`src/hdl/iicc_pkg.sv`:
```
`default_nettype none

package iicc_pkg;

  localparam int unsigned HEADER_BYTES = 20;
  localparam int unsigned FIFO_DEPTH   = 2;
  localparam int unsigned PTR_W        = $clog2(FIFO_DEPTH);

  localparam logic [3:0] IP_VERSION_4      = 4'd4;
  localparam logic [3:0] MIN_IHL           = 4'd5;
  localparam logic [7:0] PROTO_ICMP        = 8'd1;
  localparam logic [7:0] ICMP_UNREACHABLE  = 8'd3;
  localparam logic [7:0] ICMP_ECHO_REQUEST = 8'd8;
  localparam logic [15:0] SUM_GOOD         = 16'hffff;
  localparam logic [15:0] COUNT_MAX        = 16'hffff;

  // Byte offsets inside the fixed header.
  localparam logic [15:0] OFS_VER_IHL = 16'd0;
  localparam logic [15:0] OFS_TOS     = 16'd1;
  localparam logic [15:0] OFS_TTL     = 16'd8;
  localparam logic [15:0] OFS_PROTO   = 16'd9;
  localparam logic [15:0] OFS_SRC     = 16'd12;
  localparam logic [15:0] OFS_DST     = 16'd16;
  localparam logic [15:0] OFS_HDR_END = 16'(HEADER_BYTES);

  // Verdict codes.
  localparam logic [3:0] VERDICT_OK          = 4'd0;
  localparam logic [3:0] VERDICT_BAD_VERSION = 4'd1;
  localparam logic [3:0] VERDICT_SHORT_IHL   = 4'd2;
  localparam logic [3:0] VERDICT_TTL_ZERO    = 4'd3;
  localparam logic [3:0] VERDICT_BAD_SUM     = 4'd4;
  localparam logic [3:0] VERDICT_NOT_ICMP    = 4'd5;
  localparam logic [3:0] VERDICT_UNREACH     = 4'd6;
  localparam logic [3:0] VERDICT_OTHER_TYPE  = 4'd7;
  localparam logic [3:0] VERDICT_TRUNCATED   = 4'd8;

  // One finished packet, handed from front to back.
  typedef struct packed {
    logic [7:0]  version_ihl;
    logic [7:0]  tos;
    logic [7:0]  ttl;
    logic [7:0]  protocol;
    logic [7:0]  icmp_type;
    logic [15:0] sum;
    logic        pad_high;
    logic [7:0]  high_byte;
    logic [31:0] source;
    logic [31:0] dest;
    logic [15:0] count;
  } rec_t;

  // Ones' complement add with end-around carry.
  function automatic logic [15:0] fold_add(input logic [15:0] acc, input logic [15:0] word);
    logic [16:0] s;
    s = {1'b0, acc} + {1'b0, word};
    return s[15:0] + {15'd0, s[16]};
  endfunction

endpackage

`default_nettype wire

```
`src/hdl/iicc_byte_if.sv`:
```
`default_nettype none

interface iicc_byte_if;
  logic       valid;
  logic       ready;
  logic [7:0] data_byte;
  logic       last_byte;

  modport source (output valid, output data_byte, output last_byte, input ready);
  modport sink (input valid, input data_byte, input last_byte, output ready);
endinterface

`default_nettype wire

```
`src/hdl/iicc_front.sv`:
```
`default_nettype none

module iicc_front (
  input  wire logic         clk,
  input  wire logic         rst,
  iicc_byte_if.sink         rx,
  input  wire logic         full,
  output logic              push,
  output iicc_pkg::rec_t    rec
);

  logic [15:0] byte_position;
  logic [15:0] sum_acc;
  logic [7:0]  high_hold;
  logic [7:0]  ver_ihl;
  logic [7:0]  tos_hold;
  logic [7:0]  ttl_hold;
  logic [7:0]  proto_hold;
  logic [31:0] src_hold;
  logic [31:0] dst_hold;
  logic [7:0]  icmp_hold;

  logic [15:0] sum_next;
  logic [7:0]  high_next;
  logic [7:0]  ver_ihl_next;
  logic [7:0]  tos_next;
  logic [7:0]  ttl_next;
  logic [7:0]  proto_next;
  logic [31:0] src_next;
  logic [31:0] dst_next;
  logic [7:0]  icmp_next;
  logic [15:0] count_next;
  logic        in_hdr;
  logic        accept;

  assign rx.ready = !full;
  assign accept   = rx.valid && rx.ready;
  assign in_hdr   = byte_position < iicc_pkg::OFS_HDR_END;

  always_comb begin
    high_next    = (in_hdr && !byte_position[0]) ? rx.data_byte : high_hold;
    sum_next     = (in_hdr && byte_position[0])
                   ? iicc_pkg::fold_add(sum_acc, {high_hold, rx.data_byte}) : sum_acc;
    ver_ihl_next = (byte_position == iicc_pkg::OFS_VER_IHL) ? rx.data_byte : ver_ihl;
    tos_next     = (byte_position == iicc_pkg::OFS_TOS) ? rx.data_byte : tos_hold;
    ttl_next     = (byte_position == iicc_pkg::OFS_TTL) ? rx.data_byte : ttl_hold;
    proto_next   = (byte_position == iicc_pkg::OFS_PROTO) ? rx.data_byte : proto_hold;
    src_next     = (byte_position >= iicc_pkg::OFS_SRC && byte_position < iicc_pkg::OFS_DST)
                   ? {src_hold[23:0], rx.data_byte} : src_hold;
    dst_next     = (byte_position >= iicc_pkg::OFS_DST && in_hdr)
                   ? {dst_hold[23:0], rx.data_byte} : dst_hold;
    icmp_next    = (byte_position == iicc_pkg::OFS_HDR_END) ? rx.data_byte : icmp_hold;
    count_next   = (byte_position == iicc_pkg::COUNT_MAX) ? byte_position
                                                          : byte_position + 16'd1;
  end

  always_comb begin
    push          = accept && rx.last_byte;
    rec.version_ihl = ver_ihl_next;
    rec.tos       = tos_next;
    rec.ttl       = ttl_next;
    rec.protocol  = proto_next;
    rec.icmp_type = icmp_next;
    rec.sum       = sum_next;
    // odd-length short header: last high byte still needs its word added
    rec.pad_high  = (count_next < iicc_pkg::OFS_HDR_END) && count_next[0];
    rec.high_byte = high_next;
    rec.source    = src_next;
    rec.dest      = dst_next;
    rec.count     = count_next;
  end

  always_ff @(posedge clk) begin
    if (rst || (accept && rx.last_byte)) begin
      byte_position <= '0;
      sum_acc       <= '0;
      high_hold     <= '0;
      ver_ihl       <= '0;
      tos_hold      <= '0;
      ttl_hold      <= '0;
      proto_hold    <= '0;
      src_hold      <= '0;
      dst_hold      <= '0;
      icmp_hold     <= '0;
    end else if (accept) begin
      byte_position <= count_next;
      sum_acc       <= sum_next;
      high_hold     <= high_next;
      ver_ihl       <= ver_ihl_next;
      tos_hold      <= tos_next;
      ttl_hold      <= ttl_next;
      proto_hold    <= proto_next;
      src_hold      <= src_next;
      dst_hold      <= dst_next;
      icmp_hold     <= icmp_next;
    end
  end

endmodule

`default_nettype wire

```
`src/flat_wrapper.sv`:
```
// flat-port wrapper written by rule: the top's interface ports become plain ports
module iicc_front_flat 
  (clk, rst, full, push, rec, rx_valid, rx_data_byte, rx_last_byte, rx_ready);
  iicc_byte_if rx_i ();
  input  wire logic clk;
  input  wire logic rst;
  input  wire logic full;
  output logic push;
  output iicc_pkg::rec_t rec;
  input wire logic [$bits(rx_i.valid)-1:0] rx_valid;
  input wire logic [$bits(rx_i.data_byte)-1:0] rx_data_byte;
  input wire logic [$bits(rx_i.last_byte)-1:0] rx_last_byte;
  output wire logic [$bits(rx_i.ready)-1:0] rx_ready;
  assign rx_i.valid = rx_valid;
  assign rx_i.data_byte = rx_data_byte;
  assign rx_i.last_byte = rx_last_byte;
  assign rx_ready = rx_i.ready;
  iicc_front u_core (.clk(clk), .rst(rst), .rx(rx_i), .full(full), .push(push), .rec(rec));
endmodule
```
`config.mk`:
```
export PLATFORM = sky130hd
export DESIGN_NAME = iicc_front_flat
export DESIGN_NICKNAME = d
export VERILOG_FILES = /design/src/hdl/iicc_pkg.sv /design/src/hdl/iicc_byte_if.sv /design/src/hdl/iicc_front.sv /design/src/flat_wrapper.sv
export SDC_FILE = /design/constraint.sdc
export NUM_CORES = 1
export LEC_CHECK = 0
export BUFFER_PORTS_ARGS = -buffer_cell sky130_fd_sc_hd__buf_2
export CORE_AREA = 4 4 187 189
export CTS_CLUSTER_DIAMETER = 120
export DETAILED_ROUTE_END_ITERATION = 10
export DIE_AREA = 0 0 191 193
export GPL_ROUTABILITY_DRIVEN = 0
export HOLD_SLACK_MARGIN = 0.06
export PLACE_DENSITY_LB_ADDON = 0.05
export SLEW_MARGIN = 30
export SYNTH_ARGS = -nofsm -noshare
export SYNTH_HDL_FRONTEND = slang
export SYNTH_SLANG_ARGS = --single-unit
```
`constraint.sdc`:
```
create_clock -name clk -period 14.5 [get_ports clk]
set_input_delay 2.9 -clock clk [delete_from_list [all_inputs] [get_ports clk]]
set_output_delay 2.9 -clock clk [all_outputs]
set_load 0.02 [all_outputs]
```
### Word level (Yosys, flattened, before mapping)

Cells that the tools add are included.

* $add $sub $neg: 3
* magnitude comparators: 5
* multiply operators: 0
* eq/ne operators: 5
* mux-type cells: 10
* bitwise operators: 0
* reduce and logical (&&, ||, !) cells: 11
* divide/modulo/power cells: 0
* shift operators: 0

Operator list (number)
* 32-bit two-way mux: 2
* 16-bit by 5-bit less-than comparator with 1-bit output (second input constant): 3
* 8-bit two-way mux: 6
* 16-bit by 4-bit equality test with 1-bit output (second input constant): 2
* 16-bit two-way mux: 2
* 16-bit by 16-bit adder with 17-bit output: 1
* 16-bit by 1-bit adder with 16-bit output: 1
* 16-bit by 1-bit adder with 16-bit output (second input constant): 1
* 16-bit by 1-bit equality test with 1-bit output (second input constant): 1
* 16-bit equality test (second input constant): 1
* 16-bit by 5-bit equality test with 1-bit output (second input constant): 1
* 16-bit by 4-bit greater-or-equal comparator with 1-bit output (second input constant): 1
* 16-bit by 5-bit greater-or-equal comparator with 1-bit output (second input constant): 1
* 16-bit zero test: 1
* 1-bit logical AND: 7
* 1-bit zero test: 2
* 1-bit logical OR: 1

* RAM bits: 0
* word-level logic and storage cells: 44
* bits in read-only memories: 0
* output and inout bits: 147
* register bits: 144
* bits in latches: 0
* memories: 0

### Depth between registers and ports, before layout

* depth in word-level cells: 4
* gate-level depth with buffers: 18

### Worst setup path after synthesis

OpenSTA, ideal clock, no wires.

* path type: input port to output port
* from: input rx_data_byte[0]
* to: output rec[99] in the netlist's numbering
* path buffers: 1
* stages on the path: 17
* path slack: 5024 ps
* arrival: 6576 ps
* cell sequence: ha_1 -> fa_1 -> a21o_1 -> a221oi_4 -> o2bb2ai_1 -> o41ai_1 -> nor2b_1 -> o21ai_0 -> nand2b_1 -> ha_1 -> ha_1 -> and3_1 -> clkbuf_1 -> o2111a_1 -> o221a_2 -> xor2_1 -> o21ai_0

RTL lines
* start, declared: line flat_wrapper.sv:11 `input wire logic [$bits(rx_i.data_byte)-1:0] rx_data_byte;`
* end, declared: line flat_wrapper.sv:9 `output iicc_pkg::rec_t rec;`

==> summary.md <==
| Metric | Value |
|---|---|
| Status | `finished, final reports clean` |
| MaxCap Viol Count | `0` |
| Post-synth top area share | `34.98%` |
| Die Y | `between 150 and 200 um` |
| Worst-margin pin slew | `around 0.91 ns` |
| HP Start | `u_core.high_hold[4]` |
| Num CTS Buffers | `17` |
| Post-synth top area cell | `dfxtp_1` |
| IO Pins | `160` |
| Worst Path Required | `11.60 ns` |
| Clock skew | `0.01913 ns` |
| Routing usage on met1 | `between 20 and 25%` |
| Via count | `7,427` |
| Total track usage | `approximately 16%` |
| M2 GR Usage | `25.36%` |
| Post-route DRC | `0` |
| Total Nets Final | `~1,200` |
| Via/cell ratio | `approximately 4.6` |
| Row count | `67` |
| Library cells used by synthesis | `64` |
| R2R Path Start | `u_core.sum_acc[0]` |
| Post-synth EDFFs | `0` |
| Asr flop ratio synth | `0%` |
| Core Region | `around 0.033 mm2` |
| Worst Path Buf+Inv | `2` |
| Crit path DAT | `between 7 and 8 ns` |
| 1st-iter DRT viols | `roughly 300` |
| Port bufs | `approximately 160` |
| Ys flop type | `dfxtp_1` |
| Final worst-path cycle share | `between 60 and 70%` |
| Detailed placement HPWL | `~20,000 um` |
| Diode count | `0` |
| Max clock buf depth | `2` |
| Top cells by count, synth | `nor2_1, dfxtp_1, nor3_1` |
| Max_slew headroom | `around two fifths` |
| DRT Wirelength | `29,010 um` |
| DIE AREA | `between 0.03 and 0.04 mm2` |
| GR met3 Demand/Resource | `around 5.0%` |
| Synth-to-layout area growth | `21.72%` |
| Die X | `~190 um` |
| Worst path most repeated cell | `ha_1` |
| Max VDD drop | `around 0.000077 V` |
| Leakage | `between 4 and 5 nW` |
| Register area share after synthesis | `a little over a third` |
| Worst-skew pair later-pin latency | `~0.44 ns` |
| Fmax | `about 0.1 GHz` |
| Placed Area | `~0.0094 mm2` |
| Layout Utilization | `a little under a third` |
| CP Launch Point | `rx_data_byte[0]` |
| Cells after Synth | `1,033` |
| Max incr delay on CP | `between 0.4 and 0.5 ns` |
| Clock H-tree levels | `4` |
| Min-delay worst type | `flop to flop` |
| RSZ-0062 raised after global routing | `no` |
| FF+latch count, synth | `about 140` |
| Routed Antenna Nets | `0` |
| Pwr Density | `roughly 110 mW/mm2` |
| Final setup viols | `0` |
| Clock sink count | `144` |
| Number of post-CTS setup repair buffers | `0` |
| Design area | `approximately 0.010 mm2` |
| Largest delay contributor family on the critical path | `compound AO/OA/AOI/OAI gates` |
| Wire length per cell | `around 18 um` |
| Setup TNS | `0 ns` |
| Post-cts hold buffer count | `0` |
| Clock-pin slew on the worst setup and hold paths | `about 0.07 ns` |
| Initial antenna violation count | `0` |
| Worst Path Max Fanout | `9` |
| Syn Area/Cell | `about 8 um2` |
| Post_cts resized | `0` |
| Root Driver | `clkbuf_16` |
| Element type at the critical path end | `output port` |
| Tmin final | `around 10 ns` |
| Post-synth net total | `between 1,000 and 1,500` |
| Area contributors post-synth | `dfxtp_1, mux2_2, nor2_1` |
| Pins Over Slew Limit | `0` |
| Number of global-route vias before repair | `approximately 7,300` |
| Share of cells above drive strength 1 | `around 29%` |
| Initial core utilization | `between 20% and 30%` |
| Crit path launch type | `input port` |
| First-pass GRT wire length | `around 45,000 um` |
| Congestion Overflow GR | `0` |
| Slowest stage cell, crit path | `fa_1` |
| DR pass1 iterations | `4` |
| Worst-path cell chain | `buf_2 -> ha_1 -> fa_1 -> a21o_1 -> a221oi_4 -> o2bb2ai_1 -> o41ai_1 -> nor2b_1 -> o21ai_0 -> nand2b_1 -> ha_1 -> ha_1 -> and3_1 -> o2111a_1 -> o221a_2 -> xor2_1 -> o21ai_0 -> buf_2` |
| Synthesized area | `slightly above 0.008 mm2` |
| Final hold violations | `0` |
| Largest net degree at the start of global routing | `128` |
| Most used standard cell by instance count after synthesis | `nor2_1` |
| Synth Warn # | `0` |
| Kind of critical path | `input port to output port` |
| CTS tree | `done` |
| GRT Max-Usage Layer | `met2` |
worst reg2reg max path, delay by kind of cell, from the launching register on:
| family | cells | cell delay [ns] |
|---|---|---|
| AOI/OAI and AO/OA | 8 | 1.94 |
| adders and majority gates | 4 | 1.10 |
| DFF | 1 | 0.33 |
| and+or+nand+nor | 4 | 0.95 |
sequential cells by signal, indices dropped and copies added (netlist names):
name                  flops
u_core.ver_ihl            8
u_core.ttl_hold           8
u_core.proto_hold         8
u_core.high_hold          8
u_core.sum_acc           16
u_core.byte_position     16
u_core.tos_hold           8
u_core.src_hold          32
u_core.dst_hold          32
u_core.icmp_hold          8
cell families after synthesis:
kind of cell	after synthesis	share of synthesized area (%)
xor+xnor	45	4.873
compound gates	102	8.289
flops	144	34.98
mux	118	16.11
fa+ha+maj	22	3.431
buf+inv	79	3.841
simple gates	523	28.48
area by class of cell:
type                       instances  area [um2]
sequential                       144        2883
clock buffer                      18       429.2
inverter                           9       33.78
multi-input combinational        810        5075
fill                            3598       23250
clock inverter                    14       155.1
tap                              448       560.5
timing repair buffer             168       895.9
cell usage in the layout (no fill, tap or decap), types with 7 or more instances in the layout:
cell type  instances
nor2_1           259
buf_2            159
dfxtp_1          144
nor3_1           118
mux2_2           113
nand2_1           68
a21oi_1           32
o21ai_0           29
xnor2_1           28
ha_1              21
nand3_1           19
clkbuf_16         17
xor2_1            16
and3_1            11
a211oi_1          11
inv_1              9
nand4_1            8
a21o_1             7
buf_4              7
report_power, final:
part | leakage (nW) | switching, mW | internal (mW) | total, mW
Combinational | 2.94 | 0.121 | 0.0633 | 0.184
Clock | 0.276 | 0.200 | 0.257 | 0.456
Sequential | 1.18 | 0.0126 | 0.415 | 0.427
Total | 4.39 | 0.333 | 0.735 | 1.07
metrics by stage:
stage                     total power [mW]  hold WS [ns]  instances  setup slack [ns]
after floorplan                     0.5601        0.4511       1033             5.025
after CTS                            1.090        0.4850       1611             4.433
after detailed placement            0.6246        0.4749       1579             4.458
final                                1.068        0.4807       1611             4.504
after global placement              0.6257        0.4679       1578             4.516
after global routing                 1.123        0.5114       1611             4.147
per-layer routing:
layer,vias to the layer above,part of all wire [%]
met5,-,0
met4,0,0.49
met3,6,5.6
met2,121,46
met1,3511,48
li1,3789,-
final timing paths:
kind / endpoint / slack (ns) / depth (start not counted)
worst min-delay path: u_core.high_hold[4] / 0.48 / 2
worst min register to register: u_core.high_hold[4] / 0.48 / 2
worst max register to register: u_core.sum_acc[10] / 10.10 / 16
worst max-delay path: rec[99] / 4.50 / 18
Power figures use the tool's default switching activity.
